<file path="config.mk">
export PLATFORM = sky130hd
export DESIGN_NAME = rc_pulse_width_decoder_core
export DESIGN_NICKNAME = d
export VERILOG_FILES = /design/src/hw/rtl/rcpwd_pkg.sv /design/src/hw/rtl/rcpwd_regs.sv /design/src/hw/rtl/rcpwd_channel.sv /design/src/hw/rtl/rc_pulse_width_decoder_core.sv
export SDC_FILE = /design/constraint.sdc
export NUM_CORES = 1
export LEC_CHECK = 0
export BUFFER_PORTS_ARGS = -buffer_cell sky130_fd_sc_hd__buf_2
export CAP_MARGIN = 20
export CORE_ASPECT_RATIO = 2
export CORE_MARGIN = 10
export CORE_UTILIZATION = 50
export DETAILED_ROUTE_END_ITERATION = 10
export PLACE_DENSITY = 0.68
export SETUP_SLACK_MARGIN = 0.15
export SYNTH_ARGS = -nofsm -noshare
export SYNTH_HDL_FRONTEND = slang
export SYNTH_SLANG_ARGS = --single-unit
</file>
<file path="constraint.sdc">
create_clock -name aclk -period 7.3 [get_ports aclk]
set_input_delay 0.365 -clock aclk [delete_from_list [all_inputs] [get_ports aclk]]
set_output_delay 0.365 -clock aclk [all_outputs]
set_load 0.01 [all_outputs]
</file>
<file path="src/hw/rtl/rcpwd_pkg.sv">
// ----------------------------------------------------------------------------
// rcpwd_pkg
// Shared types and constants for the RC pulse-width decoder.
// ----------------------------------------------------------------------------
`default_nettype none

package rcpwd_pkg;

    // Number of tracked receiver lines and reported channels.
    localparam int CHANNELS   = 4;
    localparam int OUT_CH     = 4;
    localparam int COUNT_BITS = 16;

    // Field widths.
    localparam int LEVEL_W   = 4;
    localparam int PULSE_W   = 12;
    localparam int TIMEOUT_W = 16;
    localparam int CMP_W     = (COUNT_BITS > TIMEOUT_W) ? COUNT_BITS : TIMEOUT_W;

    // Stream widths, padded to whole bytes.
    localparam int S_DATA_W = 8;
    localparam int M_DATA_W = 56;

    // Configuration port.
    localparam int ADDR_W = 5;
    localparam int APB_W  = 32;
    localparam int IDX_W  = 3;

    typedef enum logic [IDX_W-1:0] {
        REG_PULSE_MIN      = 3'd0,
        REG_PULSE_MAX      = 3'd1,
        REG_FALLBACK_PULSE = 3'd2,
        REG_LOSS_TIMEOUT   = 3'd3,
        REG_MODE_THRESHOLD = 3'd4
    } reg_idx_t;

    localparam logic [PULSE_W-1:0]   PULSE_MIN_RST      = 12'd1000;
    localparam logic [PULSE_W-1:0]   PULSE_MAX_RST      = 12'd2000;
    localparam logic [PULSE_W-1:0]   FALLBACK_PULSE_RST = 12'd1500;
    localparam logic [TIMEOUT_W-1:0] LOSS_TIMEOUT_RST   = 16'd50000;
    localparam logic [PULSE_W-1:0]   MODE_THRESHOLD_RST = 12'd1500;

    localparam logic [COUNT_BITS-1:0] COUNT_MAX = {COUNT_BITS{1'b1}};

    typedef struct packed {
        logic [PULSE_W-1:0]   pulse_min;
        logic [PULSE_W-1:0]   pulse_max;
        logic [PULSE_W-1:0]   fallback_pulse;
        logic [TIMEOUT_W-1:0] loss_timeout;
        logic [PULSE_W-1:0]   mode_threshold;
    } cfg_t;

    typedef struct packed {
        logic [PULSE_W-1:0] value;
        logic               lost;
    } ch_result_t;

endpackage

`default_nettype wire

</file>
<file path="src/hw/rtl/rcpwd_regs.sv">
// ----------------------------------------------------------------------------
// rcpwd_regs
// APB register file holding the decoder configuration.
// ----------------------------------------------------------------------------
`default_nettype none

module rcpwd_regs (
    input  wire logic                          aclk,
    input  wire logic                          aresetn,
    input  wire logic                          psel,
    input  wire logic                          penable,
    input  wire logic                          pwrite,
    input  wire logic [rcpwd_pkg::ADDR_W-1:0]  paddr,
    input  wire logic [rcpwd_pkg::APB_W-1:0]   pwdata,
    output logic      [rcpwd_pkg::APB_W-1:0]   prdata,
    output logic                               pready,
    output rcpwd_pkg::cfg_t                    cfg
);

    rcpwd_pkg::cfg_t cfg_reg;
    rcpwd_pkg::cfg_t cfg_next;
    logic [rcpwd_pkg::IDX_W-1:0] idx;
    logic wr_en;

    assign pready = 1'b1;
    assign idx    = paddr[rcpwd_pkg::ADDR_W-1:2];
    assign wr_en  = psel && penable && pwrite && pready;

    always_comb begin
        cfg_next = cfg_reg;
        if (wr_en) begin
            case (idx)
                rcpwd_pkg::REG_PULSE_MIN:
                    cfg_next.pulse_min = pwdata[rcpwd_pkg::PULSE_W-1:0];
                rcpwd_pkg::REG_PULSE_MAX:
                    cfg_next.pulse_max = pwdata[rcpwd_pkg::PULSE_W-1:0];
                rcpwd_pkg::REG_FALLBACK_PULSE:
                    cfg_next.fallback_pulse = pwdata[rcpwd_pkg::PULSE_W-1:0];
                rcpwd_pkg::REG_LOSS_TIMEOUT:
                    cfg_next.loss_timeout = pwdata[rcpwd_pkg::TIMEOUT_W-1:0];
                rcpwd_pkg::REG_MODE_THRESHOLD:
                    cfg_next.mode_threshold = pwdata[rcpwd_pkg::PULSE_W-1:0];
                default: ;
            endcase
        end
    end

    always_ff @(posedge aclk) begin
        if (!aresetn) begin
            cfg_reg.pulse_min      <= rcpwd_pkg::PULSE_MIN_RST;
            cfg_reg.pulse_max      <= rcpwd_pkg::PULSE_MAX_RST;
            cfg_reg.fallback_pulse <= rcpwd_pkg::FALLBACK_PULSE_RST;
            cfg_reg.loss_timeout   <= rcpwd_pkg::LOSS_TIMEOUT_RST;
            cfg_reg.mode_threshold <= rcpwd_pkg::MODE_THRESHOLD_RST;
        end else begin
            cfg_reg <= cfg_next;
        end
    end

    always_comb begin
        prdata = '0;
        case (idx)
            rcpwd_pkg::REG_PULSE_MIN:
                prdata = rcpwd_pkg::APB_W'(cfg_reg.pulse_min);
            rcpwd_pkg::REG_PULSE_MAX:
                prdata = rcpwd_pkg::APB_W'(cfg_reg.pulse_max);
            rcpwd_pkg::REG_FALLBACK_PULSE:
                prdata = rcpwd_pkg::APB_W'(cfg_reg.fallback_pulse);
            rcpwd_pkg::REG_LOSS_TIMEOUT:
                prdata = rcpwd_pkg::APB_W'(cfg_reg.loss_timeout);
            rcpwd_pkg::REG_MODE_THRESHOLD:
                prdata = rcpwd_pkg::APB_W'(cfg_reg.mode_threshold);
            default: prdata = '0;
        endcase
    end

    assign cfg = cfg_reg;

endmodule

`default_nettype wire

</file>
<file path="src/hw/rtl/rcpwd_channel.sv">
// ----------------------------------------------------------------------------
// rcpwd_channel
// Per-line pulse capture, age tracking and clamp/fallback selection.
// ----------------------------------------------------------------------------
`default_nettype none

module rcpwd_channel (
    input  wire logic                   aclk,
    input  wire logic                   aresetn,
    input  wire logic                   step,
    input  wire logic                   level_now,
    input  wire logic                   level_before,
    input  rcpwd_pkg::cfg_t             cfg,
    output rcpwd_pkg::ch_result_t       result
);

    logic                             armed_reg, armed_next;
    logic                             capd_reg, capd_next;
    logic [rcpwd_pkg::COUNT_BITS-1:0] hcnt_reg, hcnt_next;
    logic [rcpwd_pkg::COUNT_BITS-1:0] width_reg, width_next;
    logic [rcpwd_pkg::COUNT_BITS-1:0] age_reg, age_next;
    logic                             captured;
    logic                             fallback;
    logic [rcpwd_pkg::COUNT_BITS-1:0] lo_ext, hi_ext;

    // Edge tracking and counter updates for one tick.
    always_comb begin
        armed_next = armed_reg;
        capd_next  = capd_reg;
        hcnt_next  = hcnt_reg;
        width_next = width_reg;
        captured   = 1'b0;
        if (level_now && !level_before) begin
            armed_next = 1'b1;
            hcnt_next  = '0;
        end else if (armed_reg) begin
            hcnt_next = (hcnt_reg == rcpwd_pkg::COUNT_MAX) ? hcnt_reg : hcnt_reg + 1'b1;
            if (!level_now && level_before) begin
                width_next = hcnt_next;
                capd_next  = 1'b1;
                armed_next = 1'b0;
                captured   = 1'b1;
            end
        end
        if (captured) begin
            age_next = '0;
        end else begin
            age_next = (age_reg == rcpwd_pkg::COUNT_MAX) ? age_reg : age_reg + 1'b1;
        end
    end

    always_ff @(posedge aclk) begin
        if (!aresetn) begin
            armed_reg <= 1'b0;
            capd_reg  <= 1'b0;
            hcnt_reg  <= '0;
            width_reg <= '0;
            age_reg   <= '0;
        end else if (step) begin
            armed_reg <= armed_next;
            capd_reg  <= capd_next;
            hcnt_reg  <= hcnt_next;
            width_reg <= width_next;
            age_reg   <= age_next;
        end
    end

    // The reported value reflects the state after this tick's update.
    assign lo_ext   = rcpwd_pkg::COUNT_BITS'(cfg.pulse_min);
    assign hi_ext   = rcpwd_pkg::COUNT_BITS'(cfg.pulse_max);
    assign fallback = !capd_next || (width_next == '0) ||
                      (rcpwd_pkg::CMP_W'(age_next) > rcpwd_pkg::CMP_W'(cfg.loss_timeout));

    always_comb begin
        result.lost = fallback;
        if (fallback) begin
            result.value = cfg.fallback_pulse;
        end else if (width_next < lo_ext) begin
            result.value = cfg.pulse_min;
        end else if (width_next > hi_ext) begin
            result.value = cfg.pulse_max;
        end else begin
            result.value = width_next[rcpwd_pkg::PULSE_W-1:0];
        end
    end

endmodule

`default_nettype wire

</file>
<file path="src/hw/rtl/rc_pulse_width_decoder_core.sv">
// ----------------------------------------------------------------------------
// rc_pulse_width_decoder_core
// Four-channel RC receiver pulse-width decoder with loss detection.
// ----------------------------------------------------------------------------
// Usage: each transfer on the s_ channel is one timer tick carrying the
// sampled levels of the receiver lines in s_tdata[3:0]. Every accepted tick
// produces exactly one transfer on the m_ channel with the four channel
// widths (clamped to the configured window, or the fallback value when a
// channel has never captured, holds a zero width or has timed out), the
// lost mask and the stabilize flag.
// The result of a tick is presented on m_tvalid in the cycle after it is
// accepted. Throughput is one tick per cycle while m_tready is high; the
// limit is the single result register, which is reloaded in the same cycle
// that the downstream side takes its contents.
// When the receiver stalls, the result register holds its transfer and
// s_tready drops, so no tick is taken until the result is consumed.
// Reset (aresetn low, synchronous) clears all capture state, empties the
// result register and loads the configuration registers with their defaults.
// The user must write configuration through the APB port only while the stream is idle; the block does not enforce it.
// ----------------------------------------------------------------------------
`default_nettype none

module rc_pulse_width_decoder_core (
    input  wire logic                            aclk,
    input  wire logic                            aresetn,
    // s_tdata: [3:0] line_levels, [7:4] zero
    input  wire logic                            s_tvalid,
    output logic                                 s_tready,
    input  wire logic [rcpwd_pkg::S_DATA_W-1:0]  s_tdata,
    // m_tdata: [11:0] pulse_ch1, [23:12] pulse_ch2, [35:24] pulse_ch3,
    //          [47:36] pulse_ch4, [51:48] lost_mask, [52] stabilize, [55:53] zero
    output logic                                 m_tvalid,
    input  wire logic                            m_tready,
    output logic      [rcpwd_pkg::M_DATA_W-1:0]  m_tdata,
    input  wire logic                            psel,
    input  wire logic                            penable,
    input  wire logic                            pwrite,
    input  wire logic [rcpwd_pkg::ADDR_W-1:0]    paddr,
    input  wire logic [rcpwd_pkg::APB_W-1:0]     pwdata,
    output logic      [rcpwd_pkg::APB_W-1:0]     prdata,
    output logic                                 pready
);

    rcpwd_pkg::cfg_t                cfg;
    rcpwd_pkg::ch_result_t          ch_res [rcpwd_pkg::OUT_CH];
    logic [rcpwd_pkg::LEVEL_W-1:0]  levels;
    logic [rcpwd_pkg::LEVEL_W-1:0]  prev_levels_reg;
    logic                           accept;
    logic                           m_tvalid_reg, m_tvalid_next;
    logic [rcpwd_pkg::M_DATA_W-1:0] m_tdata_reg, m_tdata_next;
    logic [rcpwd_pkg::OUT_CH-1:0]   lost_mask;
    logic                           stabilize;

    rcpwd_regs u_regs (
        .aclk    (aclk),
        .aresetn (aresetn),
        .psel    (psel),
        .penable (penable),
        .pwrite  (pwrite),
        .paddr   (paddr),
        .pwdata  (pwdata),
        .prdata  (prdata),
        .pready  (pready),
        .cfg     (cfg)
    );

    // A new tick is taken whenever the result register is empty or is being
    // drained in this same cycle.
    assign s_tready = !m_tvalid_reg || m_tready;
    assign accept   = s_tvalid && s_tready;
    assign levels   = s_tdata[rcpwd_pkg::LEVEL_W-1:0];

    always_ff @(posedge aclk) begin
        if (!aresetn) begin
            prev_levels_reg <= '0;
        end else if (accept) begin
            prev_levels_reg <= levels;
        end
    end

    // One capture unit per existing channel; absent channels always fall back.
    for (genvar i = 0; i < rcpwd_pkg::OUT_CH; i++) begin : g_ch
        if (i < rcpwd_pkg::CHANNELS) begin : g_live
            rcpwd_channel u_ch (
                .aclk         (aclk),
                .aresetn      (aresetn),
                .step         (accept),
                .level_now    (levels[i]),
                .level_before (prev_levels_reg[i]),
                .cfg          (cfg),
                .result       (ch_res[i])
            );
        end else begin : g_absent
            assign ch_res[i].value = cfg.fallback_pulse;
            assign ch_res[i].lost  = 1'b1;
        end
        assign lost_mask[i] = ch_res[i].lost;
    end

    // Stabilize follows the value actually reported on the fourth channel.
    assign stabilize = (ch_res[3].value >= cfg.mode_threshold);

    always_comb begin
        m_tvalid_next = m_tvalid_reg;
        m_tdata_next  = m_tdata_reg;
        if (accept) begin
            m_tvalid_next = 1'b1;
            m_tdata_next  = {3'b000, stabilize, lost_mask,
                             ch_res[3].value, ch_res[2].value,
                             ch_res[1].value, ch_res[0].value};
        end else if (m_tready) begin
            m_tvalid_next = 1'b0;
        end
    end

    always_ff @(posedge aclk) begin
        if (!aresetn) begin
            m_tvalid_reg <= 1'b0;
        end else begin
            m_tvalid_reg <= m_tvalid_next;
        end
    end

    always_ff @(posedge aclk) begin
        m_tdata_reg <= m_tdata_next;
    end

    assign m_tvalid = m_tvalid_reg;
    assign m_tdata  = m_tdata_reg;

endmodule

`default_nettype wire

</file>
=== Yosys cells after proc, flatten, opt, wreduce, memory -nomap -nowiden ===
Cells that the tools add are included.

* Flip-flop bits (word level): 322
* Output and inout bits: 91
* Logic and storage cells: 196

* $add $sub $neg: 8
* Magnitude comparators: 13
* Equal/unequal tests: 12
* Multiplexer cells: 83
* Reductions and logical operators: 52

{| class="wikitable"
|+ Operators with widths
! operator !! count
|-
| $mux W16 || 32
|-
| $mux W12 || 12
|-
| $add A16 B1 Y16 const B || 8
|-
| $eq A16 B16 Y1 const B || 8
|-
| $pmux W16 S5 || 1
|-
| $gt A16 B12 Y1 || 4
|-
| $gt A16 B16 Y1 || 4
|-
| $logic_not A16 Y1 || 4
|-
| $lt A16 B12 Y1 || 4
|-
| $mux W1 || 38
|-
| $reduce_and A2 Y1 || 9
|-
| $logic_not A1 Y1 || 13
|-
| $ge A12 B12 Y1 || 1
|-
| $logic_and A1 B1 Y1 || 11
|-
| $reduce_bool A2 Y1 || 5
|-
| $logic_or A1 B1 Y1 || 9
|-
| $eq A3 B2 Y1 const B || 2
|-
| $eq A3 B1 Y1 const B || 1
|-
| $eq A3 B3 Y1 const B || 1
|-
| $logic_not A3 Y1 || 1
|}

=== Longest topological paths before layout ===
Gate-level depths: netlist (run 1).

* Word-level depth: 10
* Gate-level depth with buffers: 27
* Mapped depth without buffers: 25

=== Cells and area by module ===
Synthesis (run 1) repeated with hierarchy kept, for this count alone.

* Cell total of the unflattened synthesis: 2,815
* Area total of the unflattened synthesis: 23,497.5 sq um

{| class="wikitable"
|+ Modules (own cells, without submodules)
! module !! times used !! cells an instance !! area an instance (sq um)
|-
| rcpwd_channel (g_ch[0].g_live.u_ch ...) || 2 || 572 || 4,535.6
|-
| rcpwd_channel (g_ch[3].g_live.u_ch) || 1 || 607 || 4,648.2
|-
| rcpwd_channel (g_ch[1].g_live.u_ch) || 1 || 610 || 4,610.7
|-
| rcpwd_regs || 1 || 334 || 3,059.2
|-
| rc_pulse_width_decoder_core || 1 || 120 || 2,108.3
|}

=== Worst setup path after synthesis (run 1) ===
No wires, ideal clock.

* Path kind: register -> register
* From: register g_ch[3].g_live.u_ch.hcnt_reg[0] (netlist bit)
* To: register m_tdata_reg, in the netlist m_tdata[52], data pin
* Arrival: 5,283 ps
* Required time: 7,038 ps
* Path slack: 1,755 ps
* Cell stages (with the launch flop): 24
* Buffers on the path: 1
* Cells stage by stage: dfxtp_1 -> ha_1 -> nand4_1 -> or4_1 -> nand4_1 -> xor2_1 -> o21ai_0 -> ha_1 -> nand4_1 -> or3_1 -> o2111ai_1 -> nand2_1 -> o31ai_1 -> buf_2 -> mux2i_1 -> mux2i_1 -> mux2_2 -> ha_1 -> a21o_1 -> a21o_1 -> a21o_1 -> a21o_1 -> a31oi_1 -> o21ai_0

{| class="wikitable"
|+ RTL lines
! what !! line !! RTL
|-
| start, declared || rcpwd_channel.sv:19 || <nowiki>logic [rcpwd_pkg::COUNT_BITS-1:0] hcnt_reg, hcnt_next;</nowiki>
|-
| start signal, assigned || rcpwd_channel.sv:62 || <nowiki>hcnt_reg <= hcnt_next;</nowiki>
|-
| end signal, assigned || rc_pulse_width_decoder_core.sv:125 || <nowiki>m_tdata_reg <= m_tdata_next;</nowiki>
|-
| end, declared || rc_pulse_width_decoder_core.sv:50 || <nowiki>logic [rcpwd_pkg::M_DATA_W-1:0] m_tdata_reg, m_tdata_next;</nowiki>
|}

==> results of run 1 <==
## placed cells by master (no fill, tap or decap), drive strengths merged, types with 30 or more instances in the layout
master	instances
nand2	394
dfxtp	269
ha	176
buf	156
o21ai	153
nor2	146
a21oi	136
a21boi	98
nand3	98
inv	83
nand4	75
nor3	73
mux2i	71
nor2b	71
mux2	68
edfxtp	53
clkbuf	51
a21o	49
xor2	47
o211a	41
o211ai	38
a22oi	37
nor4	36
xnor2	33
and2	30
a31oi	30
## area by class of cell
type                    count  area, um2
well taps                 555        694
flip-flops and latches    322       6980
clock inverters             9        129
clock buffers              51       1070
fillers                  4131      19700
repair buffers            156        947
inverters                  82        310
multi-input cells        2166      14500
## per-layer routing
metal | vias up | share of wire | wire length, um | global-route usage
li1 | 9970 | - | - | -
met4 | 2 | 0.093 | 7100 | 0.219
met2 | 732 | 0.50 | 37800 | 0.482
met3 | 285 | 0.053 | 4060 | 0.0413
met1 | 9806 | 0.36 | 27300 | 0.273
met5 | - | 0.00017 | 13 | 0
## synthesized netlist by cell type, types with 19 or more instances
cell type  count  share of area
inv_1         82          0.014
xnor2_1       32          0.012
a21boi_0      98          0.033
xor2_1        46          0.018
a21o_1        49          0.016
buf_2         19         0.0042
nand3_1       96          0.021
buf_4         22         0.0074
nor2b_1       71          0.020
mux2_2        51          0.026
clkbuf_1     121          0.020
a31oi_1       28         0.0078
o21a_1        22         0.0074
o211a_1       41          0.018
mux2i_1       71          0.032
nor2_1       144          0.024
nor3_1        71          0.016
and2_1        30         0.0084
or3_1         19         0.0053
nand2_1      394          0.066
ha_1         176          0.098
o211ai_1      38          0.013
a22oi_1       37          0.012
and3_1        27         0.0075
o21ai_0      138          0.031
dfxtp_1      269           0.24
edfxtp_1      53          0.071
nor4_1        33         0.0092
nand4_1       69          0.019
a21oi_1      136          0.030
## stage by stage
step	power [W]	setup WS, ps	hold slack, ps
after floorplan	0.00211	1750	438
after global placement	0.00221	1090	450
after detailed placement	0.00222	1000	459
after CTS	0.00409	984	16.9
after global routing	0.00418	517	74.3
final	0.00405	970	36.3
## worst max-delay path: cells and delay by family (launching register included)
kind / cells / cell delay (ps)
compound gates: 9 / 1880
simple gates: 6 / 1670
fa+ha+maj: 3 / 980
mux: 3 / 600
flops: 1 / 430
buf+inv: 1 / 310
xor+xnor: 1 / 220
## final timing paths
path	end	slack, ps
max reg2reg	m_tdata[52]	970
max	m_tdata[52]	970
min reg2reg	g_ch[0].g_live.u_ch.width_reg[13]	460
min	u_regs.cfg[27]	40
## logic make-up (layout without fill, tap and decap cells)
kind of cell / count (synthesis) / after routing
DFF: 322 / 322
other: 2 / 20
adders and majority gates: 176 / 176
AOI/OAI and AO/OA: 706 / 706
buffers and inverters: 253 / 298
muxes: 140 / 140
xor gates and xnor gates: 80 / 80
and+or+nand+nor: 1044 / 1044
## where the power goes
group | switching, W | internal (W)
logic | 0.000216 | 0.000116
clock network | 0.000744 | 0.00112
registers | 0.0000263 | 0.00183
==> metrics.txt, run 1 <==
outcome finished, final reports clean; hold_buf cts 0; Compound-Gate Fraction of Synth Area 0.212; dpl hpwl 58.2 mm; post-route setup TNS 0 ps; FF-to-FF Start g_ch[3].g_live.u_ch.hcnt_reg[0]; Final Skew 27.8 ps; Cell Chain, Critical Path ha_1 > nand4_1 > or4_1 > nand4_1 > xor2_1 > o21ai_0 > ha_1 > nand4_1 > or3_1 > o2111ai_1 > nand2_1 > o31ai_2 > buf_4 > mux2i_1 > mux2i_1 > mux2_2 > ha_1 > a21o_1 > a21o_1 > a21o_1 > a21o_1 > a31oi_1 > o21ai_0; postcts setup bufs 0; CP Class flop to flop; Least-Margin Pin Slew 1110 ps; number of global-route vias before repair 20100; Initial DRC Count 1477; adder-cell share of the synthesized area 0.0981; asr flop ratio synth 0; GRT Util Overall 0.271; drt first pass iters 8; post-route minimum period 6330 ps; maxcap violations 0; DRT antenna net count 0; final WL 76.3 mm; fin. max-slew vios 0; Leak Pwr 10.0 nW; RSZ-0062 raised after global routing no; post-synthesis instance area 22400 um2; I/O pin cnt 143; Worst R2R Path Depth 23; Post-Synth Simple-Gate Area 0.231; share of cells above drive strength 1 0.112; # DRC 0; clock tree buffer depth 3; Worst setup startpoint g_ch[3].g_live.u_ch.hcnt_reg[0]; CP dominant cell by count a21o_1; Worst Setup Start Kind flop; ys flop type dfxtp_1; Std-Cell Rows 109; final core utilization 0.555; CTS Buf Count 34; final instance area 24600 um2; Max H-tree Level 2; Synth Area per Inst 8.24 um2; n_diodes 0; Worst VDD drop 0.156 mV; Max Freq 158 MHz; clk sinks 322; grt total ovfl 0; root buffer cell clkbuf_16; HP Start pwdata[15]; dpl cells 3276; DP Area 23400 um2; latest clock arrival within the worst-skew pair 550 ps; drt wl/cell 22.8 um; crit-path max cell delay 600 ps; Final Cycle Share 0.867; PortBufs 100; pwr dens 165 nW/um2; crit path DAT 6610 ps; global-route wire length before repair 115 mm; total die area 54300 um2; RD Place Congestion 0.990; Crit Path Max Fanout 7; fin nets 2990; Unique masters post-synth 92; drt via density 6.22; Hold Crit Class input port to flop; relative slew slack 0.253; EDFF count, synth 53; xor and xnor area share after synthesis 0.0319; Yosys warning count 0; CP max stage cell o31ai_2; largest family of logic cells by synthesized area simple AND/OR/NAND/NOR gates; Starting Density 0.506; CP required 7580 ps; Hold Path Depth 3; Post-CTS Resized 0; chip height 320 um; Layout Cells excl Fill 3341; Horiz. Die Dim 170 um; area grow syn2layout 9.64%; DR vias 20800; Setup Viol. Count Final 0; CP Capture Type flop; fraction of synthesized area in multiplexers 0.0678; CTS tree built; sequential share of the synthesized area 0.311; synthesized flop and latch total 322; Post-Syn Instances 2723; maximum number of pins on one net before global-route repair 171; Std-Cell Core Area 44300 um2; initial antenna violation count 1; clock slew at reported path FFs 70 ps; final hold vios 0
Power figures use the tool's default switching activity.
==> inputs of run 2 (changes only) <==
- CORE_UTILIZATION: 50 -> 45
- PLACE_DENSITY: 0.68 -> default
==> run 2 against run 1 <==
Sequential cell count unchanged. Clock skew fell by 6.5 ps. Clock power down 4%. Critical endpoint unchanged. Largest power group is now registers. Highest routed layer is now met4.
==> metrics.txt, run 2 (synthesis results as in run 1) <==
outcome finished, final reports clean; DRT antenna net count 0 (unchanged); Layout Cells excl Fill 3423 (+2.5%); pwr dens 162 nW/um2 (-1.7%); drt wl/cell 22.9 um (+0.33%); CP Class flop to flop; CTS tree built; root buffer cell clkbuf_16; drt first pass iters 6 (-2); Max H-tree Level 2 (unchanged); chip height 336 um (+5.1%); Hold Crit Class input port to flop; Horiz. Die Dim 178 um (+4.8%); final worst setup slack 951 ps (-19.5 ps); dpl cells 3363 (+2.7%); final WL 78.4 mm (+2.8%); Least-Margin Pin Slew 1100 ps (-4.35 ps); post-route setup TNS 0 ps (unchanged); Initial DRC Count 1488 (+0.74%); hold_buf cts 0 (unchanged); Leak Pwr 9.97 nW (-0.53%); CP max stage cell or4_1; Worst Setup Start Kind flop; crit path DAT 6640 ps (+30 ps); n_diodes 0 (unchanged); drt via density 6.07 (-2.4%); number of global-route vias before repair 20300 (+0.94%); Max Freq 157 MHz (-0.31%); Starting Density 0.455 (-0.0516); global-route wire length before repair 119 mm (+3.4%); CP Capture Type flop; initial antenna violation count 0 (-1); relative slew slack 0.262 (+0.00920); CTS Buf Count 34 (unchanged); CP required 7590 ps (about the same); Buf/Inv on CP 1 (unchanged); commonest non-fill, non-tap cell in the layout nand2_1; Worst VDD drop 0.157 mV (+0.61%); Largest delay share family, worst path compound AO/OA/AOI/OAI gates; post-route minimum period 6350 ps (+19.5 ps); fin. max-slew vios 0 (unchanged); DR vias 20800 (-0.0096%); # DRC 0 (unchanged); area grow syn2layout 9.65% (about the same); power consumption 0.00399 W (-1.6%); dpl hpwl 59.4 mm (+2.0%); fin nets 2986 (-0.13%); clock tree buffer depth 3 (unchanged); Post-CTS Resized 0 (unchanged); Std-Cell Core Area 49400 um2 (+11%); Setup Viol. Count Final 0 (unchanged); maximum number of pins on one net before global-route repair 110 (-36%); Place WS 984 ps (-18.4 ps); CP dominant cell by count a21o_1; RSZ-0062 raised after global routing no; maxcap violations 0 (unchanged); most frequent cells in the layout 393 x nand2_1, 269 x dfxtp_1, 176 x ha_1; PortBufs 100 (unchanged); total die area 59800 um2 (+10%); GRT Util Overall 0.256 (-0.0146); Std-Cell Rows 115 (+5.5%); crit-path max cell delay 600 ps (about the same); RD Place Congestion 0.966 (-2.4%); postcts setup bufs 0 (unchanged); Cell Chain, Critical Path ha_1 > nand4_1 > or4_1 > nand4_1 > xor2_1 > o21ai_0 > buf_4 > ha_1 > nand4_1 > or3_1 > o2111ai_1 > nand2_1 > o31ai_2 > mux2i_1 > mux2i_1 > mux2_2 > ha_1 > a21o_1 > a21o_1 > a21o_1 > a21o_1 > a21o_1 > a31oi_1 > o21ai_0; final hold vios 0 (unchanged); clk sinks 322 (unchanged); share of cells above drive strength 1 0.111 (-0.00120); latest clock arrival within the worst-skew pair 540 ps (about the same); grt total ovfl 0 (unchanged); Crit Path Max Fanout 7 (unchanged); clock slew at reported path FFs 70 ps (about the same); # fillers 4761 (+15%); Final Cycle Share 0.870 (+0.00268); I/O pin cnt 143 (unchanged); Final Skew 21.3 ps (-6.46 ps)
[run 2: cell count changes in the layout (fill, tap and decap cells not counted)]
cell,previous run,this run
nor4b_2,0,1
buf_4,55,50
clkbuf_8,5,2
clkinv_2,4,7
nor2_1,143,144
inv_6,0,3
clkbuf_16,39,37
buf_6,1,3
nor2_2,3,2
inv_8,1,0
nor4b_1,2,1
buf_16,1,0
clkbuf_1,7,5
[run 2: worst reg2reg max path, delay by kind of cell (launching register included)]
kind / cells / cell delay [ps]
flops: 1 / 470
compound gates: 10 / 1920
xor+xnor: 1 / 200
buf+inv: 1 / 190
fa+ha+maj: 3 / 900
mux: 3 / 700
simple gates: 6 / 1730
[run 2: area by class of cell]
class                      count  area [um2]  share of cell area
tap                          643         805              0.0327
timing repair buffer         152         905              0.0368
clock inverter                14         159             0.00646
inverter                      82         310              0.0126
sequential                   322        6980               0.283
multi-input combinational   2166       14500               0.589
clock buffer                  44         972              0.0395
[run 2: power by group]
| group | internal (W) | switching, W | leakage [nW] |
|---|---|---|---|
| Sequential | 0.00183 | 0.0000255 | 2.60 |
| Clock | 0.00105 | 0.000748 | 0.560 |
| Combinational | 0.000116 | 0.000221 | 6.81 |
| Total | 0.00299 | 0.000995 | 9.97 |
[run 2: final timing paths]
check / from / end / slack [ps] / cells after the start
worst min register to register: g_ch[1].g_live.u_ch.width_reg[4] / g_ch[1].g_live.u_ch.width_reg[4] / 470 / 2
worst max-delay path: g_ch[3].g_live.u_ch.hcnt_reg[0] / m_tdata[52] / 950 / 24
worst max register to register: g_ch[3].g_live.u_ch.hcnt_reg[0] / m_tdata[52] / 950 / 24
worst min-delay path: pwdata[14] / u_regs.cfg[26] / 60 / 3
[run 2: per-layer routing]
| layer | part of all wire | track usage | vias up |
|---|---|---|---|
| li1 | - | - | 9955 |
| met1 | 0.37 | 0.269 | 9874 |
| met2 | 0.50 | 0.459 | 707 |
| met3 | 0.049 | 0.0322 | 257 |
| met4 | 0.082 | 0.184 | 0 |
| met5 | 0 | 0 | - |
[run 2: per-stage QoR]
step,cell area (um2),utilization,hold slack [ps]
final,24600,0.499,59.9
after global routing,24600,0.499,65.4
after CTS,24600,0.498,36.7
after detailed placement,23500,0.475,455
after global placement,23400,0.475,450
after floorplan,22500,-,438
